File: src/rtl/owtr_pkg.sv
package owtr_pkg;

  // Delay counter width (conversion wait is masked to this many bits)
  localparam int WaitBits = 24;

  // Register indexes (taken from paddr[2])
  localparam logic RegTicksPerUnit = 1'b0;
  localparam logic RegConvWait     = 1'b1;

  // One-wire command bytes
  localparam logic [7:0] CmdSkipRom  = 8'hCC;
  localparam logic [7:0] CmdConvert  = 8'h44;
  localparam logic [7:0] CmdReadPad  = 8'hBE;

  // Slot and reset timing, in delay units
  localparam int RstPreUnits  = 12;
  localparam int RstLowUnits  = 80;
  localparam int RstWaitUnits = 10;
  localparam int RstPostUnits = 5;
  localparam int SlotUnits    = 5;

  // Transaction step: which byte was just handled
  localparam logic [2:0] StepSkipA    = 3'd0;
  localparam logic [2:0] StepConvert  = 3'd1;
  localparam logic [2:0] StepSkipB    = 3'd2;
  localparam logic [2:0] StepReadCmd  = 3'd3;
  localparam logic [2:0] StepLowByte  = 3'd4;
  localparam logic [2:0] StepHighByte = 3'd5;

  typedef enum logic [3:0] {
    PH_IDLE      = 4'd0,
    PH_RST_PRE   = 4'd1,
    PH_RST_LOW   = 4'd2,
    PH_RST_WAIT  = 4'd3,
    PH_RST_POST  = 4'd4,
    PH_WR_START  = 4'd5,
    PH_WR_BIT    = 4'd6,
    PH_WR_TAIL   = 4'd7,
    PH_RD_START  = 4'd8,
    PH_RD_SAMPLE = 4'd9,
    PH_RD_GAP    = 4'd10,
    PH_CONV      = 4'd11
  } phase_e;

  typedef struct packed {
    logic [15:0] ticks_per_unit;
    logic [23:0] conversion_wait_ticks;
  } cfg_t;

  typedef struct packed {
    logic               device_absent;
    logic signed [15:0] temperature;
    logic               done_res;
    logic               busy_res;
    logic               line_drive;
  } res_t;

endpackage

File: src/rtl/owtr_cfg.sv
module owtr_cfg
  import owtr_pkg::*;
(
  input  logic        clk_i,
  input  logic        rst_ni,
  input  logic        psel,
  input  logic        penable,
  input  logic        pwrite,
  input  logic [2:0]  paddr,
  input  logic [31:0] pwdata,
  output logic [31:0] prdata,
  output logic        pready,
  output cfg_t        cfg_o
);

  logic [15:0] tpu_q;
  logic [23:0] cwt_q;
  logic        wr_en;

  assign pready = 1'b1;
  assign wr_en  = psel & penable & pwrite;

  // register writes
  always_ff @(posedge clk_i or negedge rst_ni) begin
    if (!rst_ni) begin
      tpu_q <= 16'd12;
      cwt_q <= 24'd1000000;
    end else if (wr_en) begin
      case (paddr[2])
        RegTicksPerUnit: tpu_q <= pwdata[15:0];
        RegConvWait:     cwt_q <= pwdata[23:0];
        default: ;
      endcase
    end
  end

  // read back
  always_comb begin
    case (paddr[2])
      RegTicksPerUnit: prdata = {16'd0, tpu_q};
      RegConvWait:     prdata = {8'd0, cwt_q};
      default:         prdata = '0;
    endcase
  end

  assign cfg_o.ticks_per_unit        = tpu_q;
  assign cfg_o.conversion_wait_ticks = cwt_q;

endmodule

File: src/rtl/owtr_core.sv
module owtr_core
  import owtr_pkg::*;
(
  input  logic clk_i,
  input  logic rst_ni,
  input  logic accept_i,
  input  logic start_req_i,
  input  logic wait_conversion_i,
  input  logic line_in_i,
  input  cfg_t cfg_i,
  output res_t res_o
);

  phase_e              ph_q, ph_d;
  logic [2:0]          step_q, step_d;
  logic [2:0]          bit_q, bit_d;
  logic [7:0]          sh_q, sh_d;
  logic [7:0]          low_q, low_d;
  logic [15:0]         uc_q, uc_d;
  logic [WaitBits-1:0] dc_q, dc_d;
  logic                wl_q, wl_d;
  logic                abs_q, abs_d;

  logic [15:0]         tpu_eff;
  logic [15:0]         uc_inc;
  logic                unit_hit;
  logic [15:0]         uc_nxt;
  logic [WaitBits-1:0] dc_dec;
  logic                unit_end;
  logic [WaitBits-1:0] conv_wait;
  logic [2:0]          bit_inc;

  // unit timer: one tick of a unit-timed phase
  assign tpu_eff   = (cfg_i.ticks_per_unit == 16'd0) ? 16'd1 : cfg_i.ticks_per_unit;
  assign uc_inc    = uc_q + 16'd1;
  assign unit_hit  = (uc_inc >= tpu_eff);
  assign uc_nxt    = unit_hit ? 16'd0 : uc_inc;
  assign dc_dec    = (unit_hit && (dc_q != '0)) ? dc_q - WaitBits'(1) : dc_q;
  assign unit_end  = (dc_dec == '0);
  assign conv_wait = WaitBits'(cfg_i.conversion_wait_ticks);
  assign bit_inc   = bit_q + 3'd1;

  // next state and result for the current item
  always_comb begin
    ph_d   = ph_q;
    step_d = step_q;
    bit_d  = bit_q;
    sh_d   = sh_q;
    low_d  = low_q;
    uc_d   = uc_q;
    dc_d   = dc_q;
    wl_d   = wl_q;
    abs_d  = abs_q;

    res_o.line_drive  = 1'b1;
    res_o.busy_res    = (ph_q != PH_IDLE);
    res_o.done_res    = 1'b0;
    res_o.temperature = '0;

    case (ph_q)
      PH_IDLE: begin
        if (start_req_i) begin
          wl_d   = wait_conversion_i;
          step_d = StepSkipA;
          ph_d   = PH_RST_PRE;
          dc_d   = WaitBits'(RstPreUnits);
          uc_d   = '0;
          res_o.busy_res = 1'b1;
        end
      end
      PH_RST_PRE: begin
        uc_d = uc_nxt;
        dc_d = dc_dec;
        if (unit_end) begin
          ph_d = PH_RST_LOW;
          dc_d = WaitBits'(RstLowUnits);
          uc_d = '0;
        end
      end
      PH_RST_LOW: begin
        res_o.line_drive = 1'b0;
        uc_d = uc_nxt;
        dc_d = dc_dec;
        if (unit_end) begin
          ph_d = PH_RST_WAIT;
          dc_d = WaitBits'(RstWaitUnits);
          uc_d = '0;
        end
      end
      PH_RST_WAIT: begin
        uc_d = uc_nxt;
        dc_d = dc_dec;
        if (unit_end) begin
          // presence sample: high means nobody pulled the bus
          abs_d = line_in_i;
          ph_d  = PH_RST_POST;
          dc_d  = WaitBits'(RstPostUnits);
          uc_d  = '0;
        end
      end
      PH_RST_POST: begin
        uc_d = uc_nxt;
        dc_d = dc_dec;
        if (unit_end) begin
          sh_d  = CmdSkipRom;
          bit_d = '0;
          ph_d  = PH_WR_START;
          dc_d  = '0;
          uc_d  = '0;
        end
      end
      PH_WR_START: begin
        res_o.line_drive = 1'b0;
        ph_d = PH_WR_BIT;
        dc_d = WaitBits'(SlotUnits);
        uc_d = '0;
      end
      PH_WR_BIT: begin
        res_o.line_drive = sh_q[0];
        uc_d = uc_nxt;
        dc_d = dc_dec;
        if (unit_end) begin
          sh_d  = {1'b0, sh_q[7:1]};
          bit_d = bit_inc;
          ph_d  = (bit_inc == 3'd0) ? PH_WR_TAIL : PH_WR_START;
          dc_d  = (bit_inc == 3'd0) ? WaitBits'(SlotUnits) : '0;
          uc_d  = '0;
        end
      end
      PH_WR_TAIL: begin
        uc_d = uc_nxt;
        dc_d = dc_dec;
        if (unit_end) begin
          uc_d = '0;
          case (step_q)
            StepSkipA: begin
              step_d = StepConvert;
              sh_d   = CmdConvert;
              bit_d  = '0;
              ph_d   = PH_WR_START;
              dc_d   = '0;
            end
            StepConvert: begin
              step_d = StepSkipB;
              if (wl_q && (conv_wait != '0)) begin
                ph_d = PH_CONV;
                dc_d = conv_wait;
              end else begin
                ph_d = PH_RST_PRE;
                dc_d = WaitBits'(RstPreUnits);
              end
            end
            StepSkipB: begin
              step_d = StepReadCmd;
              sh_d   = CmdReadPad;
              bit_d  = '0;
              ph_d   = PH_WR_START;
              dc_d   = '0;
            end
            StepReadCmd: begin
              step_d = StepLowByte;
              sh_d   = '0;
              bit_d  = '0;
              ph_d   = PH_RD_START;
              dc_d   = '0;
            end
            default: begin
              step_d = StepSkipA;
              ph_d   = PH_IDLE;
              dc_d   = '0;
            end
          endcase
        end
      end
      PH_RD_START: begin
        res_o.line_drive = 1'b0;
        ph_d = PH_RD_SAMPLE;
        dc_d = '0;
        uc_d = '0;
      end
      PH_RD_SAMPLE: begin
        // LSB first: shift in from the top
        sh_d = {line_in_i, sh_q[7:1]};
        ph_d = PH_RD_GAP;
        dc_d = WaitBits'(SlotUnits);
        uc_d = '0;
      end
      PH_RD_GAP: begin
        uc_d = uc_nxt;
        dc_d = dc_dec;
        if (unit_end) begin
          bit_d = bit_inc;
          dc_d  = '0;
          uc_d  = '0;
          if (bit_inc != 3'd0) begin
            ph_d = PH_RD_START;
          end else if (step_q == StepLowByte) begin
            low_d  = sh_q;
            step_d = StepHighByte;
            sh_d   = '0;
            bit_d  = '0;
            ph_d   = PH_RD_START;
          end else begin
            res_o.done_res    = 1'b1;
            res_o.temperature = {sh_q, low_q};
            step_d = StepSkipA;
            ph_d   = PH_IDLE;
          end
        end
      end
      PH_CONV: begin
        // conversion wait counts raw ticks
        dc_d = (dc_q != '0) ? dc_q - WaitBits'(1) : dc_q;
        if (dc_d == '0) begin
          ph_d = PH_RST_PRE;
          dc_d = WaitBits'(RstPreUnits);
          uc_d = '0;
        end
      end
      default: begin
        step_d = StepSkipA;
        ph_d   = PH_IDLE;
        dc_d   = '0;
        uc_d   = '0;
      end
    endcase

    res_o.device_absent = abs_d;
  end

  // state advances once per accepted item
  always_ff @(posedge clk_i or negedge rst_ni) begin
    if (!rst_ni) begin
      ph_q   <= PH_IDLE;
      step_q <= '0;
      bit_q  <= '0;
      sh_q   <= '0;
      low_q  <= '0;
      uc_q   <= '0;
      dc_q   <= '0;
      wl_q   <= 1'b0;
      abs_q  <= 1'b0;
    end else if (accept_i) begin
      ph_q   <= ph_d;
      step_q <= step_d;
      bit_q  <= bit_d;
      sh_q   <= sh_d;
      low_q  <= low_d;
      uc_q   <= uc_d;
      dc_q   <= dc_d;
      wl_q   <= wl_d;
      abs_q  <= abs_d;
    end
  end

endmodule

File: src/rtl/owtr_out.sv
module owtr_out
  import owtr_pkg::*;
(
  input  logic        clk_i,
  input  logic        rst_ni,
  input  logic        load_i,
  input  res_t        res_i,
  input  logic        m_axis_tready,
  output logic        m_axis_tvalid,
  output logic [23:0] m_axis_tdata,
  output logic        ready_o
);

  logic valid_q;
  res_t res_q;

  // free when empty or being drained this cycle
  assign ready_o = ~valid_q | m_axis_tready;

  always_ff @(posedge clk_i or negedge rst_ni) begin
    if (!rst_ni) begin
      valid_q <= 1'b0;
    end else if (ready_o) begin
      valid_q <= load_i;
    end
  end

  always_ff @(posedge clk_i) begin
    if (load_i) begin
      res_q <= res_i;
    end
  end

  assign m_axis_tvalid = valid_q;
  assign m_axis_tdata  = {4'd0, res_q};

endmodule

File: src/rtl/one_wire_temperature_reader.sv
// The result item for an input item is shown on m_axis in the cycle after it is accepted.
// One item per cycle unless stalled; an item is one bus tick, stepped by the phase register.
// A stalled result holds in the output register and blocks the input until it is taken.
// Reset (rst_ni low, asynchronous): idle phase, counters and bytes cleared,
// ticks_per_unit = 12, conversion_wait_ticks = 1000000, no result pending.
module one_wire_temperature_reader
  import owtr_pkg::*;
(
  input  logic        clk_i,
  input  logic        rst_ni,
  // slave side
  input  logic        s_axis_tvalid,
  output logic        s_axis_tready,
  input  logic [7:0]  s_axis_tdata,   // [0] start_req, [1] wait_conversion, [2] line_in
  // master side
  output logic        m_axis_tvalid,
  input  logic        m_axis_tready,
  output logic [23:0] m_axis_tdata,   // [0] line_drive, [1] busy_res, [2] done_res,
                                      // [18:3] temperature, [19] device_absent
  // configuration
  input  logic        psel,
  input  logic        penable,
  input  logic        pwrite,
  input  logic [2:0]  paddr,
  input  logic [31:0] pwdata,
  output logic [31:0] prdata,
  output logic        pready
);

  cfg_t cfg;
  res_t res;
  logic accept;

  assign accept = s_axis_tvalid & s_axis_tready;

  owtr_cfg u_cfg (
    .clk_i   (clk_i),
    .rst_ni  (rst_ni),
    .psel    (psel),
    .penable (penable),
    .pwrite  (pwrite),
    .paddr   (paddr),
    .pwdata  (pwdata),
    .prdata  (prdata),
    .pready  (pready),
    .cfg_o   (cfg)
  );

  owtr_core u_core (
    .clk_i             (clk_i),
    .rst_ni            (rst_ni),
    .accept_i          (accept),
    .start_req_i       (s_axis_tdata[0]),
    .wait_conversion_i (s_axis_tdata[1]),
    .line_in_i         (s_axis_tdata[2]),
    .cfg_i             (cfg),
    .res_o             (res)
  );

  owtr_out u_out (
    .clk_i         (clk_i),
    .rst_ni        (rst_ni),
    .load_i        (accept),
    .res_i         (res),
    .m_axis_tready (m_axis_tready),
    .m_axis_tvalid (m_axis_tvalid),
    .m_axis_tdata  (m_axis_tdata),
    .ready_o       (s_axis_tready)
  );

endmodule

File: config.mk
export PLATFORM = sky130hd
export DESIGN_NAME = one_wire_temperature_reader
export DESIGN_NICKNAME = d
export VERILOG_FILES = /design/src/rtl/owtr_pkg.sv /design/src/rtl/owtr_cfg.sv /design/src/rtl/owtr_core.sv /design/src/rtl/owtr_out.sv /design/src/rtl/one_wire_temperature_reader.sv
export SDC_FILE = /design/constraint.sdc
export NUM_CORES = 1
export LEC_CHECK = 0
export BUFFER_PORTS_ARGS = -buffer_cell sky130_fd_sc_hd__buf_2
export CORE_MARGIN = 1
export CORE_UTILIZATION = 35
export DETAILED_ROUTE_END_ITERATION = 10
export HOLD_SLACK_MARGIN = 0.08
export PLACE_DENSITY = 0.6
export SYNTH_ARGS = -nofsm -noshare
export SYNTH_HDL_FRONTEND = slang
export SYNTH_SLANG_ARGS = --single-unit
File: constraint.sdc
create_clock -name clk_i -period 5.55 [get_ports clk_i]
set_input_delay 0 -clock clk_i [delete_from_list [all_inputs] [get_ports clk_i]]
set_output_delay 0 -clock clk_i [all_outputs]
set_load 0.03 [all_outputs]
==> results.json, run 1 <==
{
  "vias": 7440,
  "synthArstFlopShare_pct": 84.5,
  "cts_buffers": 17,
  "cp_max_fo": 10,
  "fin_skew_ns": 0.00956,
  "end_kind": "register",
  "hold_violations": 0,
  "fin_util_pct": 42.3,
  "r2r-start": "u_core.uc_q[0]$_DFFE_PN0P_",
  "boundaryPins": 109,
  "finalMaxSlewViolations": 0,
  "maxSlewHeadroom_pct": 34.3,
  "gr-usage-all-layers_pct": 20.4,
  "finalCritPeriodShare_pct": 85.9,
  "clk_path_buf_depth": 2,
  "synth_cell_types": 82,
  "tns_ns": 0,
  "synth_warnings": 0,
  "start_kind": "register",
  "layout-drive-gt1-share_pct": 19.7,
  "path_class": "register to register",
  "tightest_slew_ns": 0.981,
  "cts_tree": "done",
  "synth_top_family_by_area": "simple AND/OR/NAND/NOR gates",
  "yosys_most_used_dff": "dfrtp_1",
  "synthSimpleGateAreaFrac_pct": 22.6,
  "status": "completed",
  "synthMuxAreaShare_pct": 8.61,
  "drt-total-wl_um": 24300,
  "design_area_um2": 10000,
  "rsz0062_at_grt": "no",
  "synthXorXnorAreaFrac_pct": 3.79,
  "wire_per_inst_um": 18.0,
  "vdd_ir_drop_max_mv": 0.247,
  "cts_setup_buffers": 0,
  "antenna_found_initial": 0,
  "placed_area_um2": 9140,
  "grt-ovfl-total": 0,
  "row_count": 56,
  "path_clk_slew_ns": 0.07,
  "reg2reg_depth": 17,
  "p_per_area_nw_per_um2": 520,
  "clkLatencyLatePin_ns": 0.43,
  "ys_ff_latch": 129,
  "die_h_um": 158,
  "required_ns": 5.86,
  "syn-instance-count": 936,
  "clkSinkCount": 129,
  "drv_cap": 0,
  "synth-edff-count": 20,
  "syn_area_um2": 8560,
  "gp_congestion": 0.940,
  "grt_pass1_vias": 7286,
  "placedCellCount": 1283,
  "max_freq_mhz": 210,
  "drt_drc_violations_left": 0,
  "period_minus_slack_ns": 4.77,
  "cts_resized": 0,
  "hold_class": "input port to asynchronous set/reset pin",
  "clockRootBuffer": "clkbuf_16",
  "io_buffers": 80,
  "hpwl_um": 17100,
  "htreeDepth": 4,
  "critPathArrivalTime_ns": 5.08,
  "diodes": 0,
  "rr_endpoint": "u_core.low_q[2]$_DFFE_PN0P_",
  "avgSynthCellArea_um2": 9.14,
  "ys_seq_area_share_pct": 39.0,
  "nets": 1085,
  "p_leak_uw": 0.00429,
  "viasPerCell": 5.53,
  "cp-endpoint": "u_core.low_q[2]$_DFFE_PN0P_",
  "synth_compound_area_share_pct": 17.0,
  "instances_no_fill": 1346,
  "timing.reg2reg.setup_slack_ns": 0.78,
  "worstSetupStartpoint": "u_core.uc_q[0]$_DFFE_PN0P_",
  "start_util_pct": 36.0,
  "core_area_um2": 23800,
  "firstDrtPassIters": 5,
  "area_growth_syn_to_layout_pct": 17.4,
  "grt_first_pass_wirelength_um": 39300,
  "ant_nets": 0,
  "synth_adder_area_share_pct": 3.07,
  "dieArea_um2": 25100,
  "cts_hold_buf": 31,
  "drtIter0Drc": 628,
  "die_x_um": 158,
  "grt_max_degree": 74,
  "setup_violations": 0
}
==> cell usage in the layout, fill, tap and decap left out, drive strengths merged, types with 5 or more instances in the layout <==
| master | n |
|---|---|
| nand2 | 103 |
| dfrtp | 100 |
| buf | 95 |
| o21ai | 61 |
| mux2 | 61 |
| nor2 | 59 |
| inv | 41 |
| a21oi | 40 |
| and2 | 36 |
| dlygate4sd3 | 31 |
| xnor2 | 28 |
| nand3 | 25 |
| nor3 | 24 |
| nor4 | 24 |
| ha | 21 |
| edfxtp | 20 |
| clkbuf | 18 |
| a22o | 17 |
| nand4 | 16 |
| conb | 13 |
| or3 | 12 |
| and3 | 11 |
| nand2b | 11 |
| a221o | 11 |
| a221oi | 10 |
| xor2 | 9 |
| or4 | 9 |
| a211o | 9 |
| dfstp | 9 |
| nor2b | 6 |
| o22ai | 6 |
| nand3b | 5 |
| nand4b | 5 |
| mux2i | 5 |
| o311ai | 5 |
==> critical path, cell delays in order, from the launching register on <==
cell	delay, ns
dfrtp_1	0.42
and3_1	0.17
nand3_1	0.11
nor2_1	0.30
and3_1	0.26
and3_1	0.19
xor2_1	0.20
ha_1	0.27
nand4_1	0.14
nor2_1	0.06
nor3_1	0.16
nand4_1	0.33
buf_4	0.31
a21oi_1	0.16
a2bb2oi_2	0.32
and2_1	0.39
and3_1	0.48
mux2_1	0.36
==> kinds of logic (layout without fill, tap and decap cells) <==
| kind of cell | Yosys count | count (layout) |
|---|---|---|
| adders and majority gates | 21 | 21 |
| and+or+nand+nor | 360 | 360 |
| muxes | 66 | 66 |
| buffers and inverters | 110 | 190 |
| xor gates and xnor gates | 37 | 37 |
| other | 2 | 13 |
| AOI/OAI and AO/OA | 211 | 211 |
| DFF | 129 | 129 |
==> sequential cells by signal, indices dropped and copies added (netlist names), 3 cells and up <==
name and count:
u_cfg.cwt_q 24, u_core.dc_q 24, u_out.m_axis_tdata 20, u_cfg.tpu_q 16
u_core.uc_q 16, u_core.low_q 8, u_core.sh_q 8, u_core.ph_q 4
u_core.bit_q 3, u_core.step_q 3
==> cell type report <==
class | instances | area, µm²
fillers | 2349 | 13700
clock buffers | 18 | 429
flip-flops and latches | 129 | 3340
repair buffers | 126 | 826
well taps | 319 | 399
multi-input cells | 708 | 4760
clock inverters | 14 | 169
inverters | 32 | 120
==> how the worst min path moves through the flow <==
stage,startpoint,to,slack (ns),cells after the start
detailed placement,rst_ni,u_cfg.cwt_q[4]$_DFFE_PN0P_,0.21,1
global route,penable,u_cfg.cwt_q[14]$_DFFE_PN1P_,0.30,4
floorplan,rst_ni,u_cfg.cwt_q[0]$_DFFE_PN0P_,-0.30,0
global placement,rst_ni,u_cfg.cwt_q[4]$_DFFE_PN0P_,0.20,1
finish,rst_ni,u_cfg.tpu_q[4]$_DFFE_PN0P_,0.25,2
CTS,penable,u_cfg.cwt_q[11]$_DFFE_PN0P_,0.27,4
==> report_power, final <==
group / internal (µW) / switching [µW]
clock: 679 / 498
sequential: 1150 / 340
combinational: 938 / 1620
==> Yosys cell counts (all sizes together) (20+ instances only) <==
library cell / number / area share (%)
nand2: 103 / 4.5
dfrtp: 100 / 29
mux2: 61 / 8.0
o21ai: 61 / 3.6
nor2: 59 / 2.6
clkbuf: 47 / 2.1
a21oi: 40 / 2.3
and2: 36 / 2.6
inv: 32 / 1.4
buf: 31 / 2.3
xnor2: 28 / 2.9
nand3: 25 / 1.5
nor3: 24 / 1.4
nor4: 24 / 2.5
ha: 21 / 3.1
edfxtp: 20 / 7.0
==> per-layer routing <==
layer | up-vias | wire length (µm) | GRT usage (%)
li1 | 3551 | - | -
met1 | 3622 | 11000 | 27.2
met2 | 231 | 11400 | 32.8
met3 | 36 | 1350 | 3.51
met4 | 0 | 511 | 7.74
met5 | - | 0 | 0
==> stage by stage <==
| step | total power (µW) | setup WS (ns) | hold slack (ns) |
|---|---|---|---|
| floorplan | 3320 | 1.37 | -0.296 |
| global placement | 3980 | 0.812 | 0.202 |
| detailed placement | 3990 | 0.787 | 0.214 |
| CTS | 5210 | 0.773 | 0.270 |
| global route | 5560 | 0.369 | 0.296 |
| finish | 5230 | 0.782 | 0.252 |
(Power assumes the default switching activity.)
==> inputs of run 2 (changes only) <==
--- a/config.mk
+++ b/config.mk
@@ -7,10 +7,10 @@
 export LEC_CHECK = 0
 export BUFFER_PORTS_ARGS = -buffer_cell sky130_fd_sc_hd__buf_2
 export CORE_MARGIN = 1
-export CORE_UTILIZATION = 35
+export CORE_UTILIZATION = 59
 export DETAILED_ROUTE_END_ITERATION = 10
 export HOLD_SLACK_MARGIN = 0.08
-export PLACE_DENSITY = 0.6
+export PLACE_DENSITY = 0.88
 export SYNTH_ARGS = -nofsm -noshare
 export SYNTH_HDL_FRONTEND = slang
 export SYNTH_SLANG_ARGS = --single-unit
==> run 2 against run 1 <==
Effect of this change: routed wire length increased by 7.4%; power grew 0.31%; sequential power about the same; final area down 1.9%; combinational power is 2% higher; sequential share of layout area grew 0.64 points; critical path depth stayed put; setup slack worse by 0.49 ns; final cell count fell by 10%; critical path type unchanged; highest routed layer unchanged.
==> results.json, run 2 (synthesis gave the netlist of run 1 again) <==
{
  "end_kind": "register",
  "hold_class": "input port to asynchronous set/reset pin",
  "setup_violations": 0,
  "fin_skew_ns": 0.00908,
  "mostFrequentLayoutCell": "nand2_1",
  "drtIter0Drc": 1107,
  "antenna_found_initial": 0,
  "r2r-start": "u_core.uc_q[0]$_DFFE_PN0P_",
  "nets": 1083,
  "grt_max_degree": 75,
  "critPathArrivalTime_ns": 5.43,
  "viasPerCell": 6.76,
  "hpwl_um": 16000,
  "core_area_um2": 14000,
  "die_h_um": 122,
  "reg2reg_depth": 17,
  "io_buffers": 80,
  "maxSlewHeadroom_pct": 34.8,
  "max_freq_mhz": 190,
  "fin_util_pct": 70.5,
  "period_minus_slack_ns": 5.26,
  "p_leak_uw": 0.00427,
  "required_ns": 5.72,
  "cts_tree": "done",
  "clockRootBuffer": "clkbuf_16",
  "clkSinkCount": 129,
  "start_kind": "register",
  "grt_first_pass_wirelength_um": 41800,
  "fill_cells": 955,
  "area_growth_syn_to_layout_pct": 15.2,
  "path_clk_slew_ns": 0.06,
  "boundaryPins": 109,
  "drt-total-wl_um": 26100,
  "tightest_slew_ns": 0.973,
  "p_per_area_nw_per_um2": 532,
  "path_class": "register to register",
  "layout-drive-gt1-share_pct": 19.5,
  "vias": 8144,
  "gp_congestion": 0.980,
  "htreeDepth": 4,
  "rr_endpoint": "u_out.m_axis_tdata[19]$_DFFE_PP_",
  "hold_violations": 0,
  "finalMaxSlewViolations": 0,
  "start_util_pct": 61.2,
  "vdd_ir_drop_max_mv": 0.337,
  "cts_buffers": 17,
  "status": "completed",
  "clk_path_buf_depth": 2,
  "diodes": 0,
  "rsz0062_at_grt": "no",
  "cp_max_fo": 11,
  "drv_cap": 0,
  "grt_pass1_vias": 7734,
  "timing.reg2reg.setup_slack_ns": 0.29,
  "row_count": 43,
  "grt-ovfl-total": 0,
  "ant_nets": 0,
  "firstDrtPassIters": 6,
  "clkLatencyLatePin_ns": 0.43,
  "die_x_um": 122,
  "gr-usage-all-layers_pct": 36.7,
  "finalCritPeriodShare_pct": 94.8,
  "tns_ns": 0,
  "dieArea_um2": 15000,
  "drt_drc_violations_left": 0,
  "layout_common_cells": "nand2_1 (102), dfrtp_1 (100), buf_2 (79)",
  "wire_per_inst_um": 21.6
}
==> run 2: metal layers <==
| layer | vias up | wire length, µm | GRT usage [%] |
|---|---|---|---|
| met5 | - | 0 | 0 |
| li1 | 3547 | - | - |
| met2 | 598 | 12400 | 57.7 |
| met1 | 3859 | 9480 | 46.2 |
| met3 | 140 | 2860 | 9.34 |
| met4 | 0 | 1350 | 20.0 |
==> run 2: timing repair <==
item                                   in CTS  in global routing
hold buffers                               32                  0
resized for setup                           0                  1
endpoints found under the hold margin      81                  0
setup buffers                               0                  1
setup endpoints to repair                   0                 20
==> run 2: area by class of cell <==
| type | instances | area, µm² | area share [%] |
|---|---|---|---|
| clock inverter | 14 | 155 | 1.57 |
| sequential | 129 | 3340 | 33.9 |
| multi-input combinational | 708 | 4760 | 48.3 |
| timing repair buffer | 124 | 823 | 8.35 |
| inverter | 32 | 120 | 1.22 |
| tap | 180 | 225 | 2.29 |
| clock buffer | 18 | 429 | 4.35 |
==> run 2: how the worst max path moves through the flow <==
stage,start,endpoint,slack [ns],cells past startpoint
floorplan,u_core.uc_q[0]$_DFFE_PN0P_,u_out.m_axis_tdata[19]$_DFFE_PP_,1.37,19
global placement,u_core.uc_q[0]$_DFFE_PN0P_,u_core.ph_q[1]$_DFFE_PN0P_,0.72,16
detailed placement,u_core.uc_q[0]$_DFFE_PN0P_,u_core.ph_q[1]$_DFFE_PN0P_,0.54,16
CTS,u_core.uc_q[0]$_DFFE_PN0P_,u_core.ph_q[1]$_DFFE_PN0P_,0.46,16
global route,u_core.uc_q[0]$_DFFE_PN0P_,u_out.m_axis_tdata[19]$_DFFE_PP_,0.09,17
finish,u_core.uc_q[0]$_DFFE_PN0P_,u_out.m_axis_tdata[19]$_DFFE_PP_,0.29,17
==> run 2: through the flow <==
| step | hold slack, ns | std cells | total power [µW] | worst slack, ns | instance area (µm²) |
|---|---|---|---|---|---|
| 4_1_cts | 0.112 | 1204 | 5090 | 0.462 | 9850 |
| 2_1_floorplan | -0.296 | 947 | 3320 | 1.37 | 8600 |
| 3_5_place_dp | -0.0239 | 1140 | 3930 | 0.545 | 8930 |
| 6_report | 0.123 | 1205 | 5240 | 0.291 | 9860 |
| 5_1_grt | 0.147 | 1205 | 5490 | 0.0864 | 9860 |
| 3_3_place_gp | -0.0195 | 1140 | 3880 | 0.724 | 8930 |
==> run 2: worst max-delay path: stages, from the launching register on <==
cell	delay (ns)
dfrtp_1	0.43
and3_1	0.19
nand3_1	0.12
nor2_1	0.34
and3_1	0.27
and3_1	0.19
xor2_1	0.25
ha_1	0.29
nand4_1	0.16
nor2_1	0.07
nor3_1	0.27
nand4_1	0.51
a211o_1	0.42
a22oi_1	0.47
and2_1	0.31
buf_4	0.25
nand3_1	0.11
mux2_1	0.35
==> run 2: power by group <==
| part | internal, µW | leakage [µW] | switching [µW] |
|---|---|---|---|
| sequential | 1150 | 0.00159 | 361 |
| clock | 665 | 0.000271 | 460 |
| combinational | 915 | 0.00241 | 1690 |
